<file path="src/rtl/ritoa_pkg.sv">
// ----------------------------------------------------------------------------
// Radix integer to ASCII: shared package
// Widths, character codes, item and job types, the reciprocal table used by
// the digit divider, and the digit-to-character mapping.
// ----------------------------------------------------------------------------
package ritoa_pkg;

	localparam int VALUE_WIDTH = 32;
	localparam int MAX_CHARS   = 33;

	localparam int RADIX_W     = 6;
	localparam int CHAR_W      = 7;
	localparam int DIGIT_W     = 6;
	// The remainder before correction stays below twice the radix, so eight bits hold it.
	localparam int REM_W       = 8;
	localparam int CNT_W       = $clog2(VALUE_WIDTH + MAX_CHARS + 2);

	localparam int QUEUE_DEPTH = 2;
	localparam int QPTR_W      = $clog2(QUEUE_DEPTH);

	localparam logic [RADIX_W-1:0] RADIX_MIN     = 6'd2;
	localparam logic [RADIX_W-1:0] RADIX_MAX     = 6'd36;
	localparam logic [RADIX_W-1:0] RADIX_DEFAULT = 6'd10;
	localparam logic [DIGIT_W-1:0] DIGIT_TEN     = 6'd10;

	localparam logic [CHAR_W-1:0] CHAR_ZERO    = 7'h30;
	localparam logic [CHAR_W-1:0] CHAR_UPPER_A = 7'h41;
	localparam logic [CHAR_W-1:0] CHAR_LOWER_A = 7'h61;
	localparam logic [CHAR_W-1:0] CHAR_MINUS   = 7'h2d;

	localparam logic [63:0] POW_W = 64'd1 << VALUE_WIDTH;

	typedef struct packed {
		logic signed [VALUE_WIDTH-1:0] value;
		logic [RADIX_W-1:0]            radix;
		logic                          upper_case;
	} num_item_t;

	typedef struct packed {
		logic [CHAR_W-1:0] out_char;
		logic              last_char;
	} chr_item_t;

	typedef struct packed {
		logic                   neg;
		logic [VALUE_WIDTH-1:0] mag;
		logic [RADIX_W-1:0]     radix;
		logic                   upper;
	} job_t;

	typedef enum logic [1:0] {
		ST_IDLE,
		ST_MUL,
		ST_FIX,
		ST_EMIT
	} back_state_t;

	// floor(2^VALUE_WIDTH / r). The quotient estimate taken with it is at most
	// one below the true quotient.
	function automatic logic [VALUE_WIDTH-1:0] recip_of(input logic [RADIX_W-1:0] r);
		logic [VALUE_WIDTH-1:0] m;
		case (r)
			6'd2:    m = VALUE_WIDTH'(POW_W / 2);
			6'd3:    m = VALUE_WIDTH'(POW_W / 3);
			6'd4:    m = VALUE_WIDTH'(POW_W / 4);
			6'd5:    m = VALUE_WIDTH'(POW_W / 5);
			6'd6:    m = VALUE_WIDTH'(POW_W / 6);
			6'd7:    m = VALUE_WIDTH'(POW_W / 7);
			6'd8:    m = VALUE_WIDTH'(POW_W / 8);
			6'd9:    m = VALUE_WIDTH'(POW_W / 9);
			6'd10:   m = VALUE_WIDTH'(POW_W / 10);
			6'd11:   m = VALUE_WIDTH'(POW_W / 11);
			6'd12:   m = VALUE_WIDTH'(POW_W / 12);
			6'd13:   m = VALUE_WIDTH'(POW_W / 13);
			6'd14:   m = VALUE_WIDTH'(POW_W / 14);
			6'd15:   m = VALUE_WIDTH'(POW_W / 15);
			6'd16:   m = VALUE_WIDTH'(POW_W / 16);
			6'd17:   m = VALUE_WIDTH'(POW_W / 17);
			6'd18:   m = VALUE_WIDTH'(POW_W / 18);
			6'd19:   m = VALUE_WIDTH'(POW_W / 19);
			6'd20:   m = VALUE_WIDTH'(POW_W / 20);
			6'd21:   m = VALUE_WIDTH'(POW_W / 21);
			6'd22:   m = VALUE_WIDTH'(POW_W / 22);
			6'd23:   m = VALUE_WIDTH'(POW_W / 23);
			6'd24:   m = VALUE_WIDTH'(POW_W / 24);
			6'd25:   m = VALUE_WIDTH'(POW_W / 25);
			6'd26:   m = VALUE_WIDTH'(POW_W / 26);
			6'd27:   m = VALUE_WIDTH'(POW_W / 27);
			6'd28:   m = VALUE_WIDTH'(POW_W / 28);
			6'd29:   m = VALUE_WIDTH'(POW_W / 29);
			6'd30:   m = VALUE_WIDTH'(POW_W / 30);
			6'd31:   m = VALUE_WIDTH'(POW_W / 31);
			6'd32:   m = VALUE_WIDTH'(POW_W / 32);
			6'd33:   m = VALUE_WIDTH'(POW_W / 33);
			6'd34:   m = VALUE_WIDTH'(POW_W / 34);
			6'd35:   m = VALUE_WIDTH'(POW_W / 35);
			6'd36:   m = VALUE_WIDTH'(POW_W / 36);
			default: m = '0;
		endcase
		return m;
	endfunction

	function automatic logic [CHAR_W-1:0] digit_char(input logic [DIGIT_W-1:0] d,
			input logic upper);
		logic [CHAR_W-1:0] c;
		if (d >= DIGIT_TEN) begin
			c = (upper ? CHAR_UPPER_A : CHAR_LOWER_A) + {1'b0, d - DIGIT_TEN};
		end else begin
			c = CHAR_ZERO + {1'b0, d};
		end
		return c;
	endfunction

endpackage

</file>
<file path="src/rtl/radix_integer_to_ascii_unit.sv">
// ----------------------------------------------------------------------------
// Radix integer to ASCII conversion unit
// Converts a signed integer to its text in radix 2 to 36, one character per
// output item, most significant character first, last character marked.
// ----------------------------------------------------------------------------
//
//  Channel | Direction | Handshake             | Payload
//  --------+-----------+-----------------------+-------------------------------
//  num     | in        | num_valid / num_ready | value, radix, upper_case
//  chr     | out       | chr_valid / chr_ready | out_char, last_char
//
// Each digit passes through the back-end states ST_MUL, for the reciprocal
// multiply of the magnitude, and ST_FIX, for the remainder correction and
// the push onto the digit stack. The text then leaves at one character per
// cycle while the receiver keeps chr_ready high.
// The front end and a two-entry job queue keep taking items while the back
// end converts, so up to three items can wait ahead of the converter.
// Reset clears all control state; no clearing pass follows it.
// The output register holds a character until it is taken and the
// converter stalls on it without losing any state.
//
module radix_integer_to_ascii_unit (
	input  logic                 clk,
	input  logic                 arst_n,
	input  ritoa_pkg::num_item_t num,
	input  logic                 num_valid,
	output logic                 num_ready,
	output ritoa_pkg::chr_item_t chr,
	output logic                 chr_valid,
	input  logic                 chr_ready
);
	import ritoa_pkg::*;

	// Classified job from the front end into the queue.
	job_t front_job;
	logic front_valid;
	logic front_ready;

	// Job from the queue into the converter.
	job_t queue_job;
	logic queue_valid;
	logic queue_ready;

	// The front end takes the sign apart, forms the magnitude and replaces
	// an out-of-range radix by ten.
	ritoa_front u_front (
		.clk       (clk),
		.arst_n    (arst_n),
		.num       (num),
		.num_valid (num_valid),
		.num_ready (num_ready),
		.job       (front_job),
		.job_valid (front_valid),
		.job_ready (front_ready)
	);

	// The queue lets the front end keep accepting items while the converter
	// is busy or stalled on its output.
	ritoa_queue u_queue (
		.clk      (clk),
		.arst_n   (arst_n),
		.wr       (front_job),
		.wr_valid (front_valid),
		.wr_ready (front_ready),
		.rd       (queue_job),
		.rd_valid (queue_valid),
		.rd_ready (queue_ready)
	);

	// The converter works on one job at a time: digits by repeated division,
	// then the sign and the digits in reverse through the output register.
	ritoa_back u_back (
		.clk       (clk),
		.arst_n    (arst_n),
		.job       (queue_job),
		.job_valid (queue_valid),
		.job_ready (queue_ready),
		.chr       (chr),
		.chr_valid (chr_valid),
		.chr_ready (chr_ready)
	);

endmodule

</file>
<file path="src/rtl/ritoa_front.sv">
// ----------------------------------------------------------------------------
// Radix integer to ASCII: front end
// Accepts input items and classifies them into jobs: sign, magnitude and a
// radix already mapped into the legal range.
// ----------------------------------------------------------------------------
module ritoa_front (
	input  logic                 clk,
	input  logic                 arst_n,
	input  ritoa_pkg::num_item_t num,
	input  logic                 num_valid,
	output logic                 num_ready,
	output ritoa_pkg::job_t      job,
	output logic                 job_valid,
	input  logic                 job_ready
);
	import ritoa_pkg::*;

	job_t job_s1;
	logic valid_s1;
	job_t cls;

	always_comb begin
		cls.neg   = num.value[VALUE_WIDTH-1];
		// The most negative value negates to itself, which read unsigned is its magnitude.
		cls.mag   = cls.neg ? (~num.value + 1'b1) : num.value;
		cls.upper = num.upper_case;
		if (num.radix inside {[RADIX_MIN:RADIX_MAX]}) begin
			cls.radix = num.radix;
		end else begin
			cls.radix = RADIX_DEFAULT;
		end
	end

	assign num_ready = !valid_s1 || job_ready;
	assign job       = job_s1;
	assign job_valid = valid_s1;

	always_ff @(posedge clk or negedge arst_n) begin
		if (!arst_n) begin
			valid_s1 <= 1'b0;
		end else if (num_valid && num_ready) begin
			valid_s1 <= 1'b1;
		end else if (job_ready) begin
			valid_s1 <= 1'b0;
		end
	end

	always_ff @(posedge clk) begin
		if (num_valid && num_ready) begin
			job_s1 <= cls;
		end
	end

endmodule

</file>
<file path="src/rtl/ritoa_queue.sv">
// ----------------------------------------------------------------------------
// Radix integer to ASCII: job queue
// Small first-in first-out buffer between the front end and the converter.
// ----------------------------------------------------------------------------
module ritoa_queue (
	input  logic            clk,
	input  logic            arst_n,
	input  ritoa_pkg::job_t wr,
	input  logic            wr_valid,
	output logic            wr_ready,
	output ritoa_pkg::job_t rd,
	output logic            rd_valid,
	input  logic            rd_ready
);
	import ritoa_pkg::*;

	job_t              slot_q [QUEUE_DEPTH];
	logic [QPTR_W-1:0] wptr_q;
	logic [QPTR_W-1:0] rptr_q;
	logic [QPTR_W:0]   cnt_q;
	logic              push;
	logic              pop;

	assign wr_ready = cnt_q != (QPTR_W + 1)'(QUEUE_DEPTH);
	assign rd_valid = cnt_q != '0;
	assign rd       = slot_q[rptr_q];
	assign push     = wr_valid && wr_ready;
	assign pop      = rd_valid && rd_ready;

	always_ff @(posedge clk or negedge arst_n) begin
		if (!arst_n) begin
			wptr_q <= '0;
			rptr_q <= '0;
			cnt_q  <= '0;
		end else begin
			if (push) begin
				wptr_q <= wptr_q + 1'b1;
			end
			if (pop) begin
				rptr_q <= rptr_q + 1'b1;
			end
			if (push && !pop) begin
				cnt_q <= cnt_q + 1'b1;
			end else if (pop && !push) begin
				cnt_q <= cnt_q - 1'b1;
			end
		end
	end

	always_ff @(posedge clk) begin
		if (push) begin
			slot_q[wptr_q] <= wr;
		end
	end

endmodule

</file>
<file path="src/rtl/ritoa_back.sv">
// ----------------------------------------------------------------------------
// Radix integer to ASCII: converter back end
// Divides the magnitude by the radix one digit at a time with a reciprocal
// multiply and a single correction, stacks the digit characters, then sends
// the sign and the digits most significant first through an output register.
// ----------------------------------------------------------------------------
module ritoa_back (
	input  logic                 clk,
	input  logic                 arst_n,
	input  ritoa_pkg::job_t      job,
	input  logic                 job_valid,
	output logic                 job_ready,
	output ritoa_pkg::chr_item_t chr,
	output logic                 chr_valid,
	input  logic                 chr_ready
);
	import ritoa_pkg::*;

	back_state_t state_q;
	back_state_t state_d;

	logic [VALUE_WIDTH-1:0]   mag_q;
	logic [RADIX_W-1:0]       radix_q;
	logic                     upper_q;
	logic                     neg_q;
	logic [2*VALUE_WIDTH-1:0] prod_s1;
	logic [CHAR_W-1:0]        stack_q [VALUE_WIDTH];
	logic [CNT_W-1:0]         ndig_q;
	logic [CNT_W-1:0]         emit_q;
	logic [CNT_W-1:0]         sent_q;
	logic                     sign_pend_q;
	chr_item_t                out_q;
	logic                     out_valid_q;

	logic [VALUE_WIDTH-1:0]     q_est;
	logic [REM_W+RADIX_W-1:0]   prod_lo;
	logic [REM_W-1:0]           rem_raw;
	logic [REM_W-1:0]           radix_ext;
	logic                       rem_ge;
	logic [DIGIT_W-1:0]         digit;
	logic [VALUE_WIDTH-1:0]     q_fix;
	logic [CNT_W-1:0]           ndig_inc;
	logic [CNT_W-1:0]           total;
	logic [CNT_W-1:0]           emit_calc;

	logic take_job;
	logic do_push;
	logic out_load;
	logic do_pop;
	logic last_out;

	// Remainder correction: the estimate is the true quotient or one below it,
	// and only the low bits of the remainder matter.
	always_comb begin
		q_est     = prod_s1[2*VALUE_WIDTH-1:VALUE_WIDTH];
		prod_lo   = q_est[REM_W-1:0] * radix_q;
		rem_raw   = mag_q[REM_W-1:0] - prod_lo[REM_W-1:0];
		radix_ext = {{(REM_W-RADIX_W){1'b0}}, radix_q};
		rem_ge    = rem_raw >= radix_ext;
		digit     = DIGIT_W'(rem_ge ? rem_raw - radix_ext : rem_raw);
		q_fix     = q_est + VALUE_WIDTH'(rem_ge);
		ndig_inc  = ndig_q + CNT_W'(1);
		total     = ndig_inc + CNT_W'(neg_q);
		emit_calc = (total > CNT_W'(MAX_CHARS)) ? CNT_W'(MAX_CHARS) : total;
	end

	always_comb begin
		state_d = state_q;
		case (state_q)
			ST_IDLE: begin
				if (job_valid) begin
					state_d = ST_MUL;
				end
			end
			ST_MUL: begin
				state_d = ST_FIX;
			end
			ST_FIX: begin
				state_d = (q_fix == '0) ? ST_EMIT : ST_MUL;
			end
			ST_EMIT: begin
				if (out_load && last_out) begin
					state_d = ST_IDLE;
				end
			end
			default: begin
				state_d = ST_IDLE;
			end
		endcase
	end

	always_comb begin
		job_ready = 1'b0;
		do_push   = 1'b0;
		out_load  = 1'b0;
		case (state_q)
			ST_IDLE: job_ready = 1'b1;
			ST_FIX:  do_push   = 1'b1;
			ST_EMIT: out_load  = !out_valid_q || chr_ready;
			default: job_ready = 1'b0;
		endcase
		take_job = job_ready && job_valid;
		do_pop   = out_load && !sign_pend_q;
		last_out = (sent_q + CNT_W'(1)) == emit_q;
	end

	always_ff @(posedge clk or negedge arst_n) begin
		if (!arst_n) begin
			state_q     <= ST_IDLE;
			ndig_q      <= '0;
			emit_q      <= '0;
			sent_q      <= '0;
			sign_pend_q <= 1'b0;
			out_valid_q <= 1'b0;
		end else begin
			state_q <= state_d;
			if (take_job) begin
				ndig_q      <= '0;
				sent_q      <= '0;
				sign_pend_q <= job.neg;
			end
			if (do_push) begin
				ndig_q <= ndig_inc;
				emit_q <= emit_calc;
			end
			if (out_load) begin
				sent_q      <= sent_q + CNT_W'(1);
				sign_pend_q <= 1'b0;
				out_valid_q <= 1'b1;
			end else if (chr_ready) begin
				out_valid_q <= 1'b0;
			end
		end
	end

	always_ff @(posedge clk) begin
		if (take_job) begin
			mag_q   <= job.mag;
			radix_q <= job.radix;
			upper_q <= job.upper;
			neg_q   <= job.neg;
		end
		if (state_q == ST_MUL) begin
			prod_s1 <= mag_q * recip_of(radix_q);
		end
		if (do_push) begin
			mag_q <= q_fix;
		end
		if (out_load) begin
			out_q.out_char  <= sign_pend_q ? CHAR_MINUS : stack_q[0];
			out_q.last_char <= last_out;
		end
	end

	// Digit stack: digits arrive least significant first and leave from the top.
	always_ff @(posedge clk) begin
		if (do_push) begin
			stack_q[0] <= digit_char(digit, upper_q);
			for (int i = 1; i < VALUE_WIDTH; i++) begin
				stack_q[i] <= stack_q[i-1];
			end
		end else if (do_pop) begin
			for (int i = 0; i < VALUE_WIDTH - 1; i++) begin
				stack_q[i] <= stack_q[i+1];
			end
		end
	end

	assign chr       = out_q;
	assign chr_valid = out_valid_q;

	a_digit_below_radix: assert property (@(posedge clk) disable iff (!arst_n)
		state_q == ST_FIX |-> {1'b0, digit} < {1'b0, radix_q})
		else $error("corrected digit is not below the radix");

	a_digit_count_bound: assert property (@(posedge clk) disable iff (!arst_n)
		ndig_q <= CNT_W'(VALUE_WIDTH))
		else $error("digit count exceeds the stack depth");

	a_no_extra_chars: assert property (@(posedge clk) disable iff (!arst_n)
		out_load |-> sent_q < emit_q)
		else $error("more characters sent than the text holds");

	a_radix_legal: assert property (@(posedge clk) disable iff (!arst_n)
		state_q != ST_IDLE |-> radix_q >= RADIX_MIN && radix_q <= RADIX_MAX)
		else $error("converter running with an illegal radix");

endmodule

</file>
<file path="config.mk">
export PLATFORM = sky130hd
export DESIGN_NAME = radix_integer_to_ascii_unit
export DESIGN_NICKNAME = d
export VERILOG_FILES = /design/src/rtl/ritoa_pkg.sv /design/src/rtl/radix_integer_to_ascii_unit.sv /design/src/rtl/ritoa_front.sv /design/src/rtl/ritoa_queue.sv /design/src/rtl/ritoa_back.sv
export SDC_FILE = /design/constraint.sdc
export NUM_CORES = 2
export LEC_CHECK = 0
export CORE_ASPECT_RATIO = 1.5
export CORE_MARGIN = 4
export CORE_UTILIZATION = 52
export DETAILED_ROUTE_END_ITERATION = 12
export DONT_BUFFER_PORTS = 1
export PLACE_DENSITY = 0.67
export SLEW_MARGIN = 20
export SYNTH_ARGS = -nofsm -noshare
export SYNTH_HDL_FRONTEND = slang
export SYNTH_SLANG_ARGS = --single-unit
</file>
<file path="constraint.sdc">
create_clock -name clk -period 8.9 [get_ports clk]
set_input_delay 1.335 -clock clk [delete_from_list [all_inputs] [get_ports clk]]
set_output_delay 1.335 -clock clk [all_outputs]
set_load 0.01 [all_outputs]
</file>
==> impl_metrics.tcl <==
set metrics [dict create \
    post-place-cells 6985 \
    io_buffers 0 \
    core-area_um2 106000 \
    cp_data_arrival_time_ns 8.90 \
    synth_flop_cell "edfxtp_1" \
    r2r_setup_slack_ns 0.34 \
    setup_tns_ns 0 \
    first_pass_iters 5 \
    cts-root-buf "clkbuf_16" \
    synth_edf_count 424 \
    startpoint "u_back.mag_q[26]" \
    grt_pass1_wl_um 242000 \
    antenna_found_initial 7 \
    status "completed" \
    tightest_slew_ns 1.15 \
    nNetsFinal 6912 \
    cts_tree "built" \
    clock_skew_ns 0.0426 \
    final_util_pct 56.3 \
    holdWs_ns 0.437 \
    clock_path_buffers 3 \
    nFillCells 9272 \
    wl_per_cell_um 21.7 \
    io_pins 53 \
    avgViaCountPerCell 5.53 \
    grt_max_degree 187 \
    drc 0 \
    drv_slew 0 \
    min_period_ns 8.56 \
    crit_required_ns 9.23 \
    grt_overflow 0 \
    r2r_end "u_back.prod_s1[63]" \
    synth_top_area_share_pct 33.0 \
    syn-cell-area_um2 55400 \
    place_congestion 0.985 \
    slew_headroom_pct 23.1 \
    insertion_delay_ns 0.59 \
    cts.sinks 486 \
    syn_inst 5707 \
    num_vias 39200 \
    synth.area.top_cells "fa_1, edfxtp_1, nand2_1, and2_1, ha_1" \
    grt_usage_pct 28.1 \
    ys_types 76 \
    synth-seq-area-share_pct 25.5 \
    cts_buffers 44 \
    rsz0062_at_grt "no" \
    hold_viol_final 0 \
    path_clk_slew_ns 0.08 \
    layout.cells.non_filler 7089 \
    async_flop_share_pct 6.17 \
    area_delta_synth_final_pct 7.42 \
    worstPathMaxFanout 22 \
    die_w_um 275 \
    yosysWarningCount 0 \
    cts_hold_buf 0 \
    wl_um 154000 \
    r2r.worst_path.cells 27 \
    die_y_um 408 \
    multi_input_area_um2 36800 \
    drive_above_1_share_pct 5.28 \
    cts-htree-levels 2 \
    dp_hpwl_um 116000 \
    yosys.area.top_type "fa_1" \
    drt_iter0_drc 2587 \
    syn-num-nets 6974 \
    fp.dieArea_um2 112000 \
    initial_core_util_pct 52.4 \
    rows 146 \
    fin_crit_sh_pct 96.2 \
    seq_area_um2 14100 \
    grt_pass1_vias 43000 \
    synth_area_per_cell_um2 9.71 \
    endpoint "u_back.prod_s1[63]" \
    ant_nets 0 \
    max_freq_mhz 117 \
    finalSetupViolations 0 \
    cap_violations 0 \
    crit_type "reg -> reg" \
    hold_path_class "in -> async" \
    ys_ff_latch 486 \
    cp-start-kind "flop" \
    end_kind "flop" \
    rr_startpoint "u_back.mag_q[26]" \
]
per-stage QoR:
| stage | setup slack, ns | cell area, um^2 |
|---|---|---|
| after global placement | 0.163 | 57800 |
| after detailed placement | 0.0850 | 57800 |
| after global routing | 0.00576 | 59500 |
| after floorplan | 1.03 | 55400 |
| final | 0.335 | 59500 |
| after CTS | 0.0520 | 59200 |
how the worst min path moves through the flow:
stage,end,slack [ns],start
2_1_floorplan,u_queue.slot_q[0][0],0.42,u_front.job[0]
3_3_place_gp,u_queue.slot_q[1][31],0.42,u_front.job[31]
5_1_grt,u_back.sent_q[6],0.41,arst_n
3_5_place_dp,u_queue.slot_q[1][18],0.43,u_front.job[18]
4_1_cts,u_back.sent_q[5],0.40,arst_n
6_report,u_queue.cnt_q[0],0.44,arst_n
cell families after synthesis:
logic type               Yosys count  synth area share [%]
buffers and inverters           1230                  8.34
flip-flops                       486                  25.5
adder cells (fa/ha/maj)         1224                  40.0
AND/OR/NAND/NOR                 2149                  18.1
AO/OA/AOI/OAI                    414                  4.63
multiplexers                      53                 0.994
XOR/XNOR                         151                  2.43
synthesized netlist by cell type, types with 5 or more instances:
library cell,number
nor2_1,104
nor2b_1,18
or3_1,13
nand2_1,1229
mux2i_1,41
o22ai_1,14
dfxtp_1,32
ha_1,311
nand2b_1,16
edfxtp_1,424
mux2_2,10
xnor2_1,101
nor3_1,23
a22o_1,5
a21o_1,38
nor4_1,7
a22oi_1,5
and2_1,631
fa_1,913
inv_1,938
o21bai_1,12
o21ai_1,8
dfrtp_1,30
o21ai_0,123
a21oi_1,113
nand4_1,19
xor2_1,48
and3_1,14
a211oi_1,11
a31oi_1,11
o21a_1,6
or2_2,6
clkbuf_1,284
o211ai_1,8
nand3_1,56
o41ai_1,5
o31ai_1,12
critical path, stage by stage (launching register included):
cell and delay, ns:
edfxtp_1 0.64, buf_4 0.44, nand2_1 0.14, fa_1 0.59, fa_1 0.53, fa_1 0.56, inv_1 0.05, fa_1 0.51
inv_1 0.06, fa_1 0.48, fa_1 0.52, inv_1 0.05, fa_1 0.43, ha_1 0.29, ha_1 0.30, a21o_1 0.18
a21o_1 0.16, a21oi_1 0.35, a21boi_0 0.26, o2111ai_1 0.14, buf_4 0.18, a41oi_1 0.35, nand3b_1 0.20, o21ai_1 0.13
a221o_1 0.35, a31o_1 0.25, nor2_1 0.11, xnor2_1 0.07
registers in the layout, indices dropped and copies added (netlist names), 2 cells and up, named ones only:
| register | flops |
|---|---|
| u_back.chr | 8 |
| u_back.prod_s1 | 32 |
| u_back.emit_q | 7 |
| u_back.sent_q | 7 |
| u_back.ndig_q | 7 |
| u_back.radix_q | 6 |
| u_back.stack_q | 224 |
| u_queue.cnt_q | 2 |
| u_front.job | 40 |
| u_back.state_q | 2 |
| u_queue.slot_q | 80 |
| u_back.mag_q | 32 |
layer usage:
layer	track usage, %	vias up	share of wire, %
met5	0	-	0.0098
met4	19.5	2	8.6
met3	3.13	578	5.0
met2	50.0	1356	52
met1	31.2	19900	35
li1	-	17400	-
layout by cell type (no fill, tap or decap), types with 6 or more instances in the layout:
cell       Yosys  layout
nand2_1     1229    1228
inv_1        938     937
fa_1         913     913
and2_1       631     630
edfxtp_1     424     424
ha_1         311     311
buf_4          0     140
o21ai_0      123     123
a21oi_1      113     111
nor2_1       104     102
xnor2_1      101     101
nand3_1       56      56
xor2_1        48      48
clkbuf_16      0      45
mux2i_1       41      39
buf_12         0      39
a21o_1        38      38
dfrtp_1       30      29
nor3_1        23      23
dfxtp_1       32      23
nand4_1       19      19
nor2b_1       18      17
nand2b_1      16      14
o22ai_1       14      14
or3_1         13      13
and3_1        14      13
o21bai_1      12      12
o31ai_1       12      12
a211oi_1      11      11
a31oi_1       11      11
clkinv_1       1      11
mux2_2        10      10
dfxtp_2        0       9
o211ai_1       8       8
o21ai_1        8       8
o21a_1         6       6
or2_2          6       6
nor4_1         7       6
final cells by class:
| type | count | share of cell area (%) |
|---|---|---|
| clock inverter | 34 | 0.523 |
| clock buffer | 48 | 1.91 |
| multi-input combinational | 3991 | 61.8 |
| sequential | 486 | 23.8 |
| tap | 1406 | 2.96 |
| antenna | 2 | 0.00841 |
| inverter | 940 | 5.93 |
| timing repair buffer | 182 | 3.17 |
timing repair:
action                                  in CTS  in global routing
resized for setup                            0                 13
endpoints found under the setup margin       0                 18
buffers inserted                             0                 18
Power is not shown: default switching activity piles up to over one toggle a cycle in this logic, so the estimate is an artifact.
